**config.mk**
```make
export PLATFORM = sky130hd
export DESIGN_NAME = counting_semaphore_wait_queue
export DESIGN_NICKNAME = d
export VERILOG_FILES = /design/src/rtl/csq_pkg.sv /design/src/rtl/counting_semaphore_wait_queue.sv /design/src/rtl/csq_ram.sv
export SDC_FILE = /design/constraint.sdc
export NUM_CORES = 1
export LEC_CHECK = 0
export BUFFER_PORTS_ARGS = -buffer_cell sky130_fd_sc_hd__buf_2
export CAP_MARGIN = 20
export CORE_MARGIN = 2
export CORE_UTILIZATION = 25
export DETAILED_ROUTE_END_ITERATION = 10
export SLEW_MARGIN = 20
export SYNTH_ARGS = -nofsm -noshare
export SYNTH_HDL_FRONTEND = slang
export SYNTH_HIERARCHICAL = 1
export SYNTH_SLANG_ARGS = --single-unit
```
**constraint.sdc**
```tcl
create_clock -name clock -period 5.1 [get_ports clock]
set_input_delay 0.51 -clock clock [delete_from_list [all_inputs] [get_ports clock]]
set_output_delay 0.51 -clock clock [all_outputs]
set_load 0.05 [all_outputs]
```
**src/rtl/csq_pkg.sv**
```systemverilog
// Shared types and codes for the counting semaphore with a FIFO wait queue.
// Depends on nothing; the top level imports it, csq_ram does not.
`default_nettype none

package csq_pkg;

   typedef enum logic [1:0] {
      CMD_WAIT   = 2'd0,
      CMD_SIGNAL = 2'd1,
      CMD_CLOSE  = 2'd2,
      CMD_INIT   = 2'd3
   } csq_cmd_type;

   typedef enum logic [2:0] {
      ACT_PROCEED   = 3'd0,
      ACT_BLOCK     = 3'd1,
      ACT_WOKEN     = 3'd2,
      ACT_WOKEN_ERR = 3'd3,
      ACT_OVERFLOW  = 3'd4,
      ACT_NOTHING   = 3'd5
   } csq_act_type;

   typedef enum logic [1:0] {
      ST_IDLE,
      ST_EXEC,
      ST_RESP
   } csq_state_type;

   localparam logic signed [15:0] COUNT_MAX = 16'sh7FFF;
   localparam logic signed [15:0] COUNT_MIN = 16'sh8000;

   typedef struct packed {
      logic [1:0]  command;
      logic [7:0]  thread_id;
      logic [14:0] init_value;
   } csq_req_type;

   typedef struct packed {
      logic [2:0]         action;
      logic [7:0]         woken_id;
      logic signed [15:0] count_now;
      logic               last;
   } csq_rsp_type;

endpackage

`default_nettype wire

```
**src/rtl/counting_semaphore_wait_queue.sv**
```systemverilog
// Counting semaphore with a FIFO wait queue; top level. Uses csq_pkg and csq_ram.
// Each command word is accepted in idle, executed, and its result word registered and
// then delivered; wait, signal and init give one result word each. A close with N>0
// waiters gives N words, one execute and one deliver step per waiter, paced by the
// single queue read port. A new command is taken only after the last word has gone out.
// Reset is synchronous: count, pointers and occupancy clear at once; no clearing pass.
`default_nettype none

module counting_semaphore_wait_queue
   import csq_pkg::*;
#(
   parameter int QUEUE_DEPTH = 16,
   parameter int ID_WIDTH    = 8
) (
   input  wire logic        clock,
   input  wire logic        reset,
   input  wire logic        req_valid,
   output logic             req_stall,
   input  wire csq_req_type req_data,
   output logic             rsp_valid,
   input  wire logic        rsp_stall,
   output csq_rsp_type      rsp_data
);

   localparam int PTR_W = $clog2(QUEUE_DEPTH);
   localparam int OCC_W = $clog2(QUEUE_DEPTH + 1);
   localparam int XW    = (ID_WIDTH > 8) ? ID_WIDTH : 8;
   localparam logic [PTR_W-1:0] LAST_SLOT = PTR_W'(QUEUE_DEPTH - 1);
   localparam logic [OCC_W-1:0] FULL_OCC  = OCC_W'(QUEUE_DEPTH);

   // Sequencer state.
   csq_state_type state_ff, state_in;

   // Captured command word.
   logic [1:0]          cmd_ff;
   logic [ID_WIDTH-1:0] tid_ff;
   logic [14:0]         init_ff;

   // Semaphore state.
   logic signed [15:0] count_ff, count_in;
   logic [PTR_W-1:0]   head_ff, head_in;
   logic [PTR_W-1:0]   tail_ff, tail_in;
   logic [OCC_W-1:0]   occ_ff, occ_in;

   // Result register; it holds the word while the consumer stalls.
   csq_rsp_type rsp_ff, rsp_in;

   // Sequencer outputs.
   logic accept_en;
   logic exec_en;

   // Queue memory port.
   logic                ram_we;
   logic [ID_WIDTH-1:0] ram_rd_data;

   // Shared count adder: every count step of wait and signal goes through it.
   logic signed [15:0] count_step;
   logic signed [15:0] count_sum;

   logic [XW-1:0]       tid_ext;
   logic [ID_WIDTH-1:0] tid_store;
   logic [XW-1:0]       woken_ext;
   logic [7:0]          woken_id;
   logic [PTR_W-1:0]    head_next;
   logic [PTR_W-1:0]    tail_next;

   // The caller identifier is cut to ID_WIDTH bits on the way in, and the
   // stored identifier is cut to the 8-bit field on the way out.
   assign tid_ext   = XW'(req_data.thread_id);
   assign tid_store = tid_ext[ID_WIDTH-1:0];
   assign woken_ext = XW'(ram_rd_data);
   assign woken_id  = woken_ext[7:0];

   assign head_next = (head_ff == LAST_SLOT) ? '0 : head_ff + 1'b1;
   assign tail_next = (tail_ff == LAST_SLOT) ? '0 : tail_ff + 1'b1;

   assign count_step = (cmd_ff == CMD_WAIT) ? -16'sd1 : 16'sd1;
   assign count_sum  = count_ff + count_step;

   // The read port always looks at the oldest waiter. The head moves at most
   // once per execute cycle, and a deliver cycle always lies between two
   // executes, so the registered read data is current when it is used.
   csq_ram #(
      .WIDTH (ID_WIDTH),
      .DEPTH (QUEUE_DEPTH)
   ) u_queue (
      .clock   (clock),
      .wr_en   (ram_we),
      .wr_addr (tail_ff),
      .wr_data (tid_ff),
      .rd_addr (head_ff),
      .rd_data (ram_rd_data)
   );

   // Next state.
   always_comb begin
      state_in = state_ff;
      unique case (state_ff)
         ST_IDLE: begin
            if (req_valid) begin
               state_in = ST_EXEC;
            end
         end
         ST_EXEC: begin
            state_in = ST_RESP;
         end
         ST_RESP: begin
            // A close keeps draining until the word marked last has gone out.
            if (!rsp_stall) begin
               state_in = rsp_ff.last ? ST_IDLE : ST_EXEC;
            end
         end
         default: begin
            state_in = ST_IDLE;
         end
      endcase
   end

   // Sequencer outputs.
   always_comb begin
      req_stall = 1'b1;
      rsp_valid = 1'b0;
      accept_en = 1'b0;
      exec_en   = 1'b0;
      unique case (state_ff)
         ST_IDLE: begin
            req_stall = 1'b0;
            accept_en = req_valid;
         end
         ST_EXEC: begin
            exec_en = 1'b1;
         end
         ST_RESP: begin
            rsp_valid = 1'b1;
         end
         default: begin
            req_stall = 1'b1;
         end
      endcase
   end

   // Command execution: one result word per execute cycle.
   always_comb begin
      count_in = count_ff;
      head_in  = head_ff;
      tail_in  = tail_ff;
      occ_in   = occ_ff;
      rsp_in   = rsp_ff;
      ram_we   = 1'b0;
      if (exec_en) begin
         rsp_in.action    = ACT_PROCEED;
         rsp_in.woken_id  = '0;
         rsp_in.count_now = count_ff;
         rsp_in.last      = 1'b1;
         unique case (cmd_ff)
            CMD_WAIT: begin
               // A blocking wait needs a free slot, and the count must not wrap.
               if (count_ff == COUNT_MIN || (count_ff <= 0 && occ_ff >= FULL_OCC)) begin
                  rsp_in.action = ACT_OVERFLOW;
               end else begin
                  count_in         = count_sum;
                  rsp_in.count_now = count_sum;
                  if (count_sum < 0) begin
                     ram_we        = 1'b1;
                     tail_in       = tail_next;
                     occ_in        = occ_ff + 1'b1;
                     rsp_in.action = ACT_BLOCK;
                  end
               end
            end
            CMD_SIGNAL: begin
               if (count_ff == COUNT_MAX) begin
                  rsp_in.action = ACT_OVERFLOW;
               end else begin
                  count_in         = count_sum;
                  rsp_in.count_now = count_sum;
                  if (count_ff < 0 && occ_ff != '0) begin
                     head_in         = head_next;
                     occ_in          = occ_ff - 1'b1;
                     rsp_in.action   = ACT_WOKEN;
                     rsp_in.woken_id = woken_id;
                  end
               end
            end
            CMD_CLOSE: begin
               if (occ_ff == '0) begin
                  count_in         = '0;
                  rsp_in.action    = ACT_NOTHING;
                  rsp_in.count_now = '0;
               end else begin
                  // Drain one waiter. Earlier words carry the count from before
                  // the close; the final one carries the zeroed count.
                  occ_in          = occ_ff - 1'b1;
                  rsp_in.action   = ACT_WOKEN_ERR;
                  rsp_in.woken_id = woken_id;
                  if (occ_ff == OCC_W'(1)) begin
                     count_in         = '0;
                     head_in          = '0;
                     tail_in          = '0;
                     rsp_in.count_now = '0;
                  end else begin
                     head_in     = head_next;
                     rsp_in.last = 1'b0;
                  end
               end
            end
            CMD_INIT: begin
               // Queued waiters are dropped without any result.
               count_in         = $signed({1'b0, init_ff});
               head_in          = '0;
               tail_in          = '0;
               occ_in           = '0;
               rsp_in.count_now = $signed({1'b0, init_ff});
            end
            default: begin
               rsp_in.action = ACT_NOTHING;
            end
         endcase
      end
   end

   always_ff @(posedge clock) begin
      if (reset) begin
         state_ff <= ST_IDLE;
         count_ff <= '0;
         head_ff  <= '0;
         tail_ff  <= '0;
         occ_ff   <= '0;
      end else begin
         state_ff <= state_in;
         count_ff <= count_in;
         head_ff  <= head_in;
         tail_ff  <= tail_in;
         occ_ff   <= occ_in;
      end
   end

   always_ff @(posedge clock) begin
      if (accept_en) begin
         cmd_ff  <= req_data.command;
         tid_ff  <= tid_store;
         init_ff <= req_data.init_value;
      end
      rsp_ff <= rsp_in;
   end

   assign rsp_data = rsp_ff;

   // Between commands, a negative count means exactly that many queued waiters,
   // and a count that is not negative means an empty queue.
   logic signed [16:0] chk_balance;
   assign chk_balance = $signed(17'(occ_ff)) + 17'(count_ff);

   a_occ_bound: assert property (@(posedge clock) disable iff (reset)
      occ_ff <= FULL_OCC)
      else $error("wait queue occupancy exceeds its depth");

   a_balance: assert property (@(posedge clock) disable iff (reset)
      (state_ff == ST_IDLE) |->
         ((count_ff < 0) ? (chk_balance == 17'sd0) : (occ_ff == '0)))
      else $error("count and queue occupancy disagree between commands");

   a_not_last: assert property (@(posedge clock) disable iff (reset)
      (rsp_valid && !rsp_data.last) |-> (rsp_data.action == ACT_WOKEN_ERR))
      else $error("only close drain words may be followed by more words");

   a_latency: assert property (@(posedge clock) disable iff (reset)
      (req_valid && !req_stall) |-> ##2 rsp_valid)
      else $error("result word not presented two cycles after acceptance");

endmodule

`default_nettype wire

```
**src/rtl/csq_ram.sv**
```systemverilog
// Generic single-port-write, single-port-read RAM with a registered read.
// Depends on nothing; holds the wait queue of the semaphore.
`default_nettype none

module csq_ram #(
   parameter int WIDTH = 8,
   parameter int DEPTH = 16
) (
   input  wire logic                     clock,
   input  wire logic                     wr_en,
   input  wire logic [$clog2(DEPTH)-1:0] wr_addr,
   input  wire logic [WIDTH-1:0]         wr_data,
   input  wire logic [$clog2(DEPTH)-1:0] rd_addr,
   output logic      [WIDTH-1:0]         rd_data
);

   logic [WIDTH-1:0] mem_ff [DEPTH];

   always_ff @(posedge clock) begin
      if (wr_en) begin
         mem_ff[wr_addr] <= wr_data;
      end
      rd_data <= mem_ff[rd_addr];
   end

endmodule

`default_nettype wire
```
==> metrics.txt, run 1 <==
Setup TNS=0 ps; Initial DRT Pass Iterations=6; Num CTS Buffers=26; Crit Path Category=reg -> reg; I/O Buffers=58; min setup slack post-route=891.5 ps; Synth Flop Type=edfxtp_1; largest net degree at the start of global routing=37; clock sink count=220; Cell Area, Placed=11,530 sq um; P&R area growth vs syn=14.93%; vias per cell=5.178; Clock H-tree levels=1; Critical Path RT=5270 ps; fin area=12,340 sq um; # hold bufs at CTS=0; Final setup viols=0; PD cells=351.0 nW/um^2; CP startpoint=cmd_ff[1]; Hold Vio Cnt, Final=0; Async S/R FF share, synth=0; root buffer cell=clkbuf_16; CP startpoint kind=flip-flop; Yosys top cell by area=edfxtp_1; mux cell area share after synthesis=0.07868; R2R Setup Slk=890 ps; Layout Nets=952; leakage=4.083 nW; hold crit path type=in -> reg; Core Region=42,130 sq um; commonest non-fill, non-tap cells in the layout=edfxtp_1 (181), nand2_1 (74), nor2_1 (65); vias=7,606; crit path max fanout=33; Max VDD drop=0.2257 mV; count of pins over their slew limit=0; max_cap viols=0; Yosys top cell area share=0.5064; buffer count from post-CTS setup fixing=0; GRT Total Usage=0.1282; share of cells above drive strength 1=0.1645; r2r endpoint=u_queue/mem_ff[2][2]; Post-Synth XOR/XNOR Area=0.01306; gpl congestion=0.9229; number of antenna diodes=0; arrival time worst endpoint=4380 ps; cell count after synthesis=871; DIE AREA=44,610 sq um; skew final=22.66 ps; status=finished, final reports clean; Cell Rows=75; post-synthesis cell type count=86; initial antenna violation count=1; period utilization=0.8252; routed wire length=28,820 um; CP endpoint=u_queue/mem_ff[2][2]; starting density of the core=0.2548; DRT antenna net count=0; Area contributors post-synth=edfxtp_1 (51%), dfxtp_1 (7.3%), mux4_2 (3.8%); final worst path period need=4208 ps; die width=211.2 um; Max clock buf depth=3; slew margin rel.=0.3300; Die Span Y=211.2 um; largest family of logic cells by synthesized area=compound AO/OA/AOI/OAI gates; RR Startpoint=cmd_ff[1]; Worst Reg-to-Reg Cells=11; Post-Synth Simple-Gate Area=0.1268; First DRT Iteration DRCs=831; FMAX=237.6 MHz; CTS tree=yes; IO Pins=59; commonest non-fill, non-tap cell in the layout=edfxtp_1; RSZ-0062 raised after global routing=no; Compound-Gate Fraction of Synth Area=0.1529; DP Worst Slack=919.5 ps; Syn Nets=912; worst slew pin tran=1003 ps; DR WL/cell=19.62 um; DRC viols=0; DP HPWL=19,450 um; EDFF count, synth=181; global route total overflow=0; vias in the first global route=7,130; Syn. warnings=6; first-pass GRT wire length=43,800 um; fraction of the mapped netlist area in adder cells=0.01399; Worst setup EP type=flip-flop; syn avg cell area=12.32 sq um; Seq/Total Area, Yosys=0.5791; fin util=0.2928; #FFs+latches synth=220; Post-CTS Resized=0; fill count=4,195; mapped cell area=10,730 sq um; clk_lat worst skew=550 ps; CTS clock-pin slew for the worst setup and hold paths=60 ps
## through the flow
stage	total power, mW	cells	hold slack, ps
floorplan	2.449	871	440.9
global placement	2.596	1422	455.9
finish	4.331	1469	133.3
detailed placement	2.604	1422	467.2
global route	4.492	1469	122.1
CTS	4.370	1469	112.2
## worst max-delay path, cell delays in order, from the launching register on
cell	delay, ps
edfxtp_1	470
inv_1	150
ha_2	610
buf_4	430
a22o_1	280
o22a_2	210
and3_1	190
nor2_1	100
nor3_1	160
buf_4	170
or3b_2	490
nor2_1	550
## how the worst min path moves through the flow
stage | from | end | slack, ps | cells past startpoint
3_5_place_dp | state_ff[0] | state_ff[0] | 470 | 1
5_1_grt | req_data[14] | init_ff[14] | 120 | 1
6_report | req_data[24] | cmd_ff[1] | 130 | 1
3_3_place_gp | state_ff[0] | state_ff[0] | 460 | 1
4_1_cts | req_data[24] | cmd_ff[1] | 110 | 1
2_1_floorplan | state_ff[0] | state_ff[0] | 440 | 1
## layout make-up
| class | instances | area [sq um] | share of cell area |
|---|---|---|---|
| Sequential cell | 220 | 6218 | 0.5041 |
| Tap cell | 539 | 674.4 | 0.05467 |
| Timing Repair Buffer | 74 | 410.4 | 0.03327 |
| Clock inverter | 20 | 156.4 | 0.01268 |
| Clock buffer | 27 | 654.4 | 0.05304 |
| Inverter | 20 | 75.07 | 0.006085 |
| Multi-Input combinational cell | 569 | 4148 | 0.3362 |
## where the power goes
group	switching [mW]	internal [mW]	leakage [nW]	total (mW)
sequential	0.0807	2.00	1.97	2.09
clock	0.767	0.992	0.391	1.76
combinational	0.321	0.166	1.72	0.486
total	1.17	3.16	4.08	4.33
## synth_stat cells (9+ instances only)
library cell,instances
edfxtp_1,181
nand2_1,74
nor2_1,66
a21oi_1,47
dfxtp_1,39
o21ai_0,38
clkbuf_1,28
nand3_1,24
a22oi_1,22
buf_2,21
nor3_1,21
inv_1,18
mux4_2,18
and2_1,16
a31oi_1,15
mux4_1,14
ha_1,12
xnor2_1,11
or3_1,10
o211ai_1,9
## cells by family (layout without fill, tap and decap cells)
| family | Yosys count | in the layout |
|---|---|---|
| and+or+nand+nor | 269 | 269 |
| AOI/OAI and AO/OA | 233 | 233 |
| DFF | 220 | 220 |
| buffers and inverters | 82 | 141 |
| muxes | 39 | 39 |
| xor gates and xnor gates | 16 | 16 |
| adders and majority gates | 12 | 12 |
## per-layer routing
layer,up-vias,wire (um),GRT usage,share of wire
li1,3504,-,-,-
met1,3715,13330,0.1895,0.46
met2,338,12380,0.1899,0.43
met3,47,2380,0.02126,0.083
met4,2,722,0.04201,0.025
met5,-,7,0,0.00024
## sequential cells by signal (all words and copies together) (netlist names)
signal           count
u_queue/mem_ff     128
rsp_data            28
count_ff            16
init_ff             15
tid_ff               8
u_queue/rd_data      8
occ_ff               5
head_ff              4
tail_ff              4
cmd_ff               2
state_ff             2
No activity file was read; power rests on OpenSTA's default activity.
==> inputs of run 2 (changes only) <==
==> constraint.sdc (replaced) <==
create_clock -name clock -period 3.53 [get_ports clock]
set_input_delay 0.353 -clock clock [delete_from_list [all_inputs] [get_ports clock]]
set_output_delay 0.353 -clock clock [all_outputs]
set_load 0.05 [all_outputs]
==> run 2 against run 1 <==
Effect of this change: non-clock buffer count increased by 62; highest routed layer is now met4; final cell count is 4.0% higher; combinational power up 60%; register-to-register slack lost 720 ps; hold slack lost 120 ps; utilization rose by 1.2 points; largest power group unchanged; flip-flop and latch count did not move.
==> metrics.txt, run 2 (synthesized netlist as in run 1, its figures left out) <==
met2 Use GR=0.2035 (+0.01361); Critical Path RT=3760 ps (-1510 ps); Die Span Y=211.2 um (unchanged); FMAX=298.0 MHz (+25%); Cell Rows=75 (unchanged); CTS tree=yes; final worst path period need=3356 ps (-852.8 ps); fill count=4,182 (-0.31%); CP startpoint kind=flip-flop; GRT busiest layer=met2; root buffer cell=clkbuf_16; min setup slack post-route=174.4 ps (-717.2 ps); leakage=4.364 nW (+6.9%); clock sink count=220 (unchanged); Max clock buf depth=3 (unchanged); clk_lat worst skew=540 ps (about the same); Num CTS Buffers=24 (-7.7%); status=finished, final reports clean; DIE AREA=44,610 sq um (unchanged); CTS clock-pin slew for the worst setup and hold paths=60 ps (about the same); P&R area growth vs syn=19.45%; period utilization=0.9506 (+0.1254); skew final=21.95 ps (-0.7014 ps); IO Pins=59 (unchanged); vias per cell=5.142 (-0.69%); I/O Buffers=58 (unchanged); DP Worst Slack=-41.42 ps (-961.0 ps); DP HPWL=20,700 um (+6.5%); Hold Vio Cnt, Final=0 (unchanged); Max VDD drop=0.2222 mV (-1.6%); initial antenna violation count=0 (-1); non-filler cells, final=1,528 (+4.0%); Final setup viols=0 (unchanged); DR WL/cell=19.80 um (+0.91%); Crit Path Category=reg -> reg; first-pass GRT wire length=46,660 um (+6.5%); commonest non-fill, non-tap cells in the layout=edfxtp_1 (181), nand2_1 (74), nor2_1 (65); global route total overflow=0 (unchanged); Worst setup EP type=flip-flop; Clock H-tree levels=1 (unchanged); Core Region=42,130 sq um (unchanged); routing usage on met3=0.01754 (-0.003717); GR met1 Demand/Resource=0.2005 (+0.01097); worst slew pin tran=953.5 ps (-49.28 ps); Top reg by flops=u_queue/mem_ff; largest net degree at the start of global routing=44 (+19%); DRC viols=0 (unchanged); commonest non-fill, non-tap cell in the layout=edfxtp_1; Layout Nets=1,012 (+6.3%); count of pins over their slew limit=0 (unchanged); routed wire length=30,250 um (+5.0%); PD cells=482.2 nW/um^2 (+37%); Initial DRT Pass Iterations=5 (-1); RSZ-0062 raised after global routing=no; starting density of the core=0.2548 (unchanged); share of cells above drive strength 1=0.1931 (+0.02861); GRT Total Usage=0.1351 (+0.006885); number of antenna diodes=0 (unchanged); arrival time worst endpoint=3590 ps (-790 ps); slew margin rel.=0.3643 (+0.03430); die width=211.2 um (unchanged); hold crit path type=in -> reg; buffer count from post-CTS setup fixing=0 (unchanged); dpl cells=1,462 (+2.8%); DRT antenna net count=0 (unchanged); max reg flops=128 (unchanged); crit path max fanout=21 (-36%); max_cap viols=0 (unchanged); vias in the first global route=7,623 (+6.9%); gpl congestion=0.9284 (+0.60%); First DRT Iteration DRCs=744 (-10%); vias=7,857 (+3.3%)
## run 2: metal layers
metal / vias to the layer above / part of all wire
met5: - / 0
met4: 0 / 0.023
met3: 42 / 0.070
met2: 314 / 0.44
met1: 3888 / 0.47
li1: 3613 / -
## run 2: metrics by stage
step	instance area (sq um)	util	total power, mW	hold slack (ps)	TNS, ps
2_1_floorplan	10760	-	3.542	440.9	-13.89
3_3_place_gp	11840	0.2810	3.787	452.9	0
3_5_place_dp	11840	0.2810	3.799	468.1	-787.8
4_1_cts	12820	0.3042	6.237	1.848	0
5_1_grt	12820	0.3043	6.423	9.743	0
6_report	12820	0.3043	6.182	15.96	0
## run 2: where the power goes
group / switching, mW / internal (mW)
Clock: 1.06 / 1.35
Combinational: 0.497 / 0.281
Sequential: 0.102 / 2.90
## run 2: worst paths after layout
check | cells after the start | endpoint | start | slack, ps
setup / recovery | 11 | u_queue/mem_ff[0][2] | cmd_ff[0] | 170
setup reg to reg | 11 | u_queue/mem_ff[0][2] | cmd_ff[0] | 170
hold / removal | 1 | tid_ff[2] | req_data[17] | 20
hold reg to reg | 1 | state_ff[0] | state_ff[0] | 480
## run 2: critical path, cell delays in order (launching register included)
cell,delay [ps]
edfxtp_1,440
inv_1,190
ha_4,320
and3b_1,230
a32o_1,270
o22a_2,260
a21oi_4,160
nor2_1,80
nor3_2,240
or3b_2,540
nor3_2,120
buf_4,190
## run 2: what timing repair did
item	4_1_cts	5_1_grt
hold buffers	22	0
gates resized for setup	1	1
hold endpoints to repair	22	0
endpoints found under the setup margin	32	40
## run 2: cell type report
cell class	count	area (sq um)	area share
clock inverter	16	122.6	0.009563
sequential	220	6217	0.4849
inverter	20	75.07	0.005855
timing repair buffer	136	930.9	0.07260
tap	539	674.4	0.05260
clock buffer	28	625.6	0.04879
multi-input combinational	569	4177	0.3257
==> inputs of run 3 (changes only) <==
--- a/config.mk
+++ b/config.mk
@@ -5,6 +5,7 @@
 export SDC_FILE = /design/constraint.sdc
 export NUM_CORES = 1
 export LEC_CHECK = 0
+export ABC_AREA = 1
 export BUFFER_PORTS_ARGS = -buffer_cell sky130_fd_sc_hd__buf_2
 export CAP_MARGIN = 20
 export CORE_MARGIN = 2
==> run 3 against run 2 <==
Effect of this change: clock power rose by 8%; utilization down 0.35 points; sequential share of layout area is 1.7 points lower; maximum frequency up 3.9%; hold slack gained 9.2 ps; clock skew shrank 5.6 ps; synthesized area up 4.4%; largest cell class unchanged; largest power group unchanged.
==> metrics.txt, run 3 <==
status=finished, final reports clean; vias per cell=4.522 (-12%); routed wire length=30,800 um (+1.8%); #FFs+latches synth=220 (unchanged); area of the multi-input gates=3998 sq um (-4.3%); commonest non-fill, non-tap cell in the layout=nand2_1; Syn. warnings=6 (unchanged); number of antenna diodes=0 (unchanged); FMAX=309.7 MHz (+3.9%); Cell Area, Placed=12,210 sq um (+3.1%); DR WL/cell=15.38 um (-22%); Final setup viols=0 (unchanged); largest net degree at the start of global routing=69 (+57%); Setup TNS=0 ps (unchanged); clk_lat worst skew=540 ps (about the same); skew final=16.35 ps (-5.606 ps); vias in the first global route=8,842 (+16%); P&R area growth vs syn=18.68%; PD cells=511.6 nW/um^2 (+6.1%); GRT Total Usage=0.1315 (-0.003630); worst path bufs/invs=5 (+3); die width=215.7 um (+2.1%); First DRT Iteration DRCs=773 (+3.9%); DRT antenna net count=0 (unchanged); root buffer cell=clkbuf_16; EDFF count, synth=181 (unchanged); post-synthesis cell type count=44 (-49%); syn avg cell area=8.662 sq um (-30%); arrival time worst endpoint=3470 ps (-120 ps); Slowest Stage Delay on Critical Path=450 ps (-90 ps); buffer count from post-CTS setup fixing=0 (unchanged); Max VDD drop=0.3768 mV (+70%); top-count cell post-synth=nand2_1; synth cell count leaders=nand2_1 (372), inv_1 (184), edfxtp_1 (181); R2R Setup Slk=300 ps (+130 ps); CTS tree=yes; Critical Path RT=3780 ps (+20 ps); Syn Nets=1,335 (+46%); count of pins over their slew limit=0 (unchanged); Crit Path Category=reg -> reg; leakage=5.722 nW (+31%); fin area=13,300 sq um (+3.7%); Yosys top cell by area=edfxtp_1; crit-path cells=inv_1 -> ha_4 -> buf_12 -> nand2_1 -> inv_1 -> nor2_4 -> nand2_2 -> nor2_1 -> a21oi_2 -> nand2_1 -> nand2_2 -> nand3_1 -> nor2_1 -> buf_4 -> nand3_1 -> nor2_1 -> buf_4; top sig layer=met4; Worst path slowest cell=edfxtp_1; commonest non-fill, non-tap cells in the layout=nand2_1 (372), inv_1 (184), edfxtp_1 (181); max reg flops=128 (unchanged); Max clock buf depth=3 (unchanged); most used cell, CP=nor2_1; share of cells above drive strength 1=0.1347 (-0.05847); DP Worst Slack=285.0 ps (+326.4 ps); global route total overflow=0 (unchanged); Hold Vio Cnt, Final=0 (unchanged); IO Pins=59 (unchanged); delay-heaviest family, CP=simple AND/OR/NAND/NOR gates; first-pass GRT wire length=48,560 um (+4.1%); cell count after synthesis=1,294 (+49%); Die Span Y=215.7 um (+2.1%); mapped cell area=11,210 sq um (+4.4%); CP startpoint kind=flip-flop; min setup slack post-route=301.1 ps (+126.8 ps); DIE AREA=46,540 sq um (+4.3%); register area=6217 sq um (unchanged); met3 WL=1949 um (-7.4%); Top reg by flops=u_queue/mem_ff; clock sink count=220 (unchanged); I/O Buffers=58 (unchanged); crit path max fanout=26 (+24%); fill count=4,604 (+10%); worst slew pin tran=1061 ps (+107.7 ps); CTS clock-pin slew for the worst setup and hold paths=60 ps (about the same); Synth Flop Type=edfxtp_1; period utilization=0.9147 (-0.03591); DP HPWL=21,230 um (+2.6%); Core Region=44,220 sq um (+5.0%); hold crit path type=in -> reg; gpl congestion=0.9593 (+3.3%); Clock H-tree levels=1 (unchanged); Initial DRT Pass Iterations=5 (unchanged); Cell Rows=77 (+2.7%); Area contributors post-synth=edfxtp_1 (48%), nand2_1 (12%), nand3_1 (7.3%); Worst setup EP type=flip-flop; initial antenna violation count=0 (unchanged); vias=9,058 (+15%); Yosys top cell area share=0.4849 (-0.02142); Layout Nets=1,432 (+42%); slew margin rel.=0.2915 (-0.07285); DRC viols=0 (unchanged); Seq/Total Area, Yosys=0.5546 (-0.02450); starting density of the core=0.2535 (-0.001300); Async S/R FF share, synth=0 (unchanged); Num CTS Buffers=26 (+8.3%); met2 WL=14,420 um (+9.1%); max_cap viols=0 (unchanged); RSZ-0062 raised after global routing=no; Metal-1 WL=13,610 um (-4.4%); final worst path period need=3229 ps (-126.8 ps)
## run 3: cell types whose count changed after synthesis, moves of 18 or more
cell / delta
nand3_1: +140
nand2_2: +24
mux4_2: -18
clkbuf_1: -20
nor2_1: +39
nand2_1: +298
inv_1: +166
## run 3: layout make-up
type	count	area share
clock buffers	31	0.05032
clock inverters	17	0.01279
inverters	192	0.05437
multi-input cells	837	0.3005
flip-flops and latches	220	0.4674
well taps	592	0.05569
repair buffers	114	0.05888
## run 3: worst paths after layout
path          startpoint                    end  depth (start not counted)
max            cmd_ff[0]  u_queue/mem_ff[15][2]                         17
min          req_data[3]             init_ff[3]                          1
max reg2reg    cmd_ff[0]  u_queue/mem_ff[15][2]                         17
min reg2reg  state_ff[0]            state_ff[0]                          1
## run 3: logic make-up (layout without fill, tap and decap cells)
logic type,after synthesis,in the layout,synth area share
DFF,220,220,0.5546
AOI/OAI and AO/OA,99,99,0.05158
xor gates and xnor gates,11,11,0.008595
adders and majority gates,12,12,0.01340
buffers and inverters,237,354,0.09098
and+or+nand+nor,715,715,0.2809
## run 3: through the flow
stage                     utilization  hold WS (ps)  total power, mW  instances
after floorplan                     -         426.8            3.890       1294
after global placement         0.2761         443.0            4.227       1931
after detailed placement       0.2761         451.1            4.230       1931
after CTS                      0.3005         11.11            6.879       2003
after global routing           0.3008         12.31            7.118       2003
final                          0.3008         25.13            6.805       2003
## run 3: metal layers
metal / vias to the layer above / track usage
met5: - / 0
met2: 318 / 0.2171
met4: 0 / 0.04299
met3: 56 / 0.01987
li1: 4421 / -
met1: 4263 / 0.1763
## run 3: repair_timing
action	in CTS	in global routing
setup endpoints to repair	0	8
hold buffers	24	0
endpoints found under the hold margin	24	0
gates resized for setup	0	2
## run 3: power breakdown
part           internal (mW)  leakage, nW  switching (mW)
clock network           1.57        0.411            1.03
registers               2.97         1.97           0.146
logic                  0.314         3.34           0.779
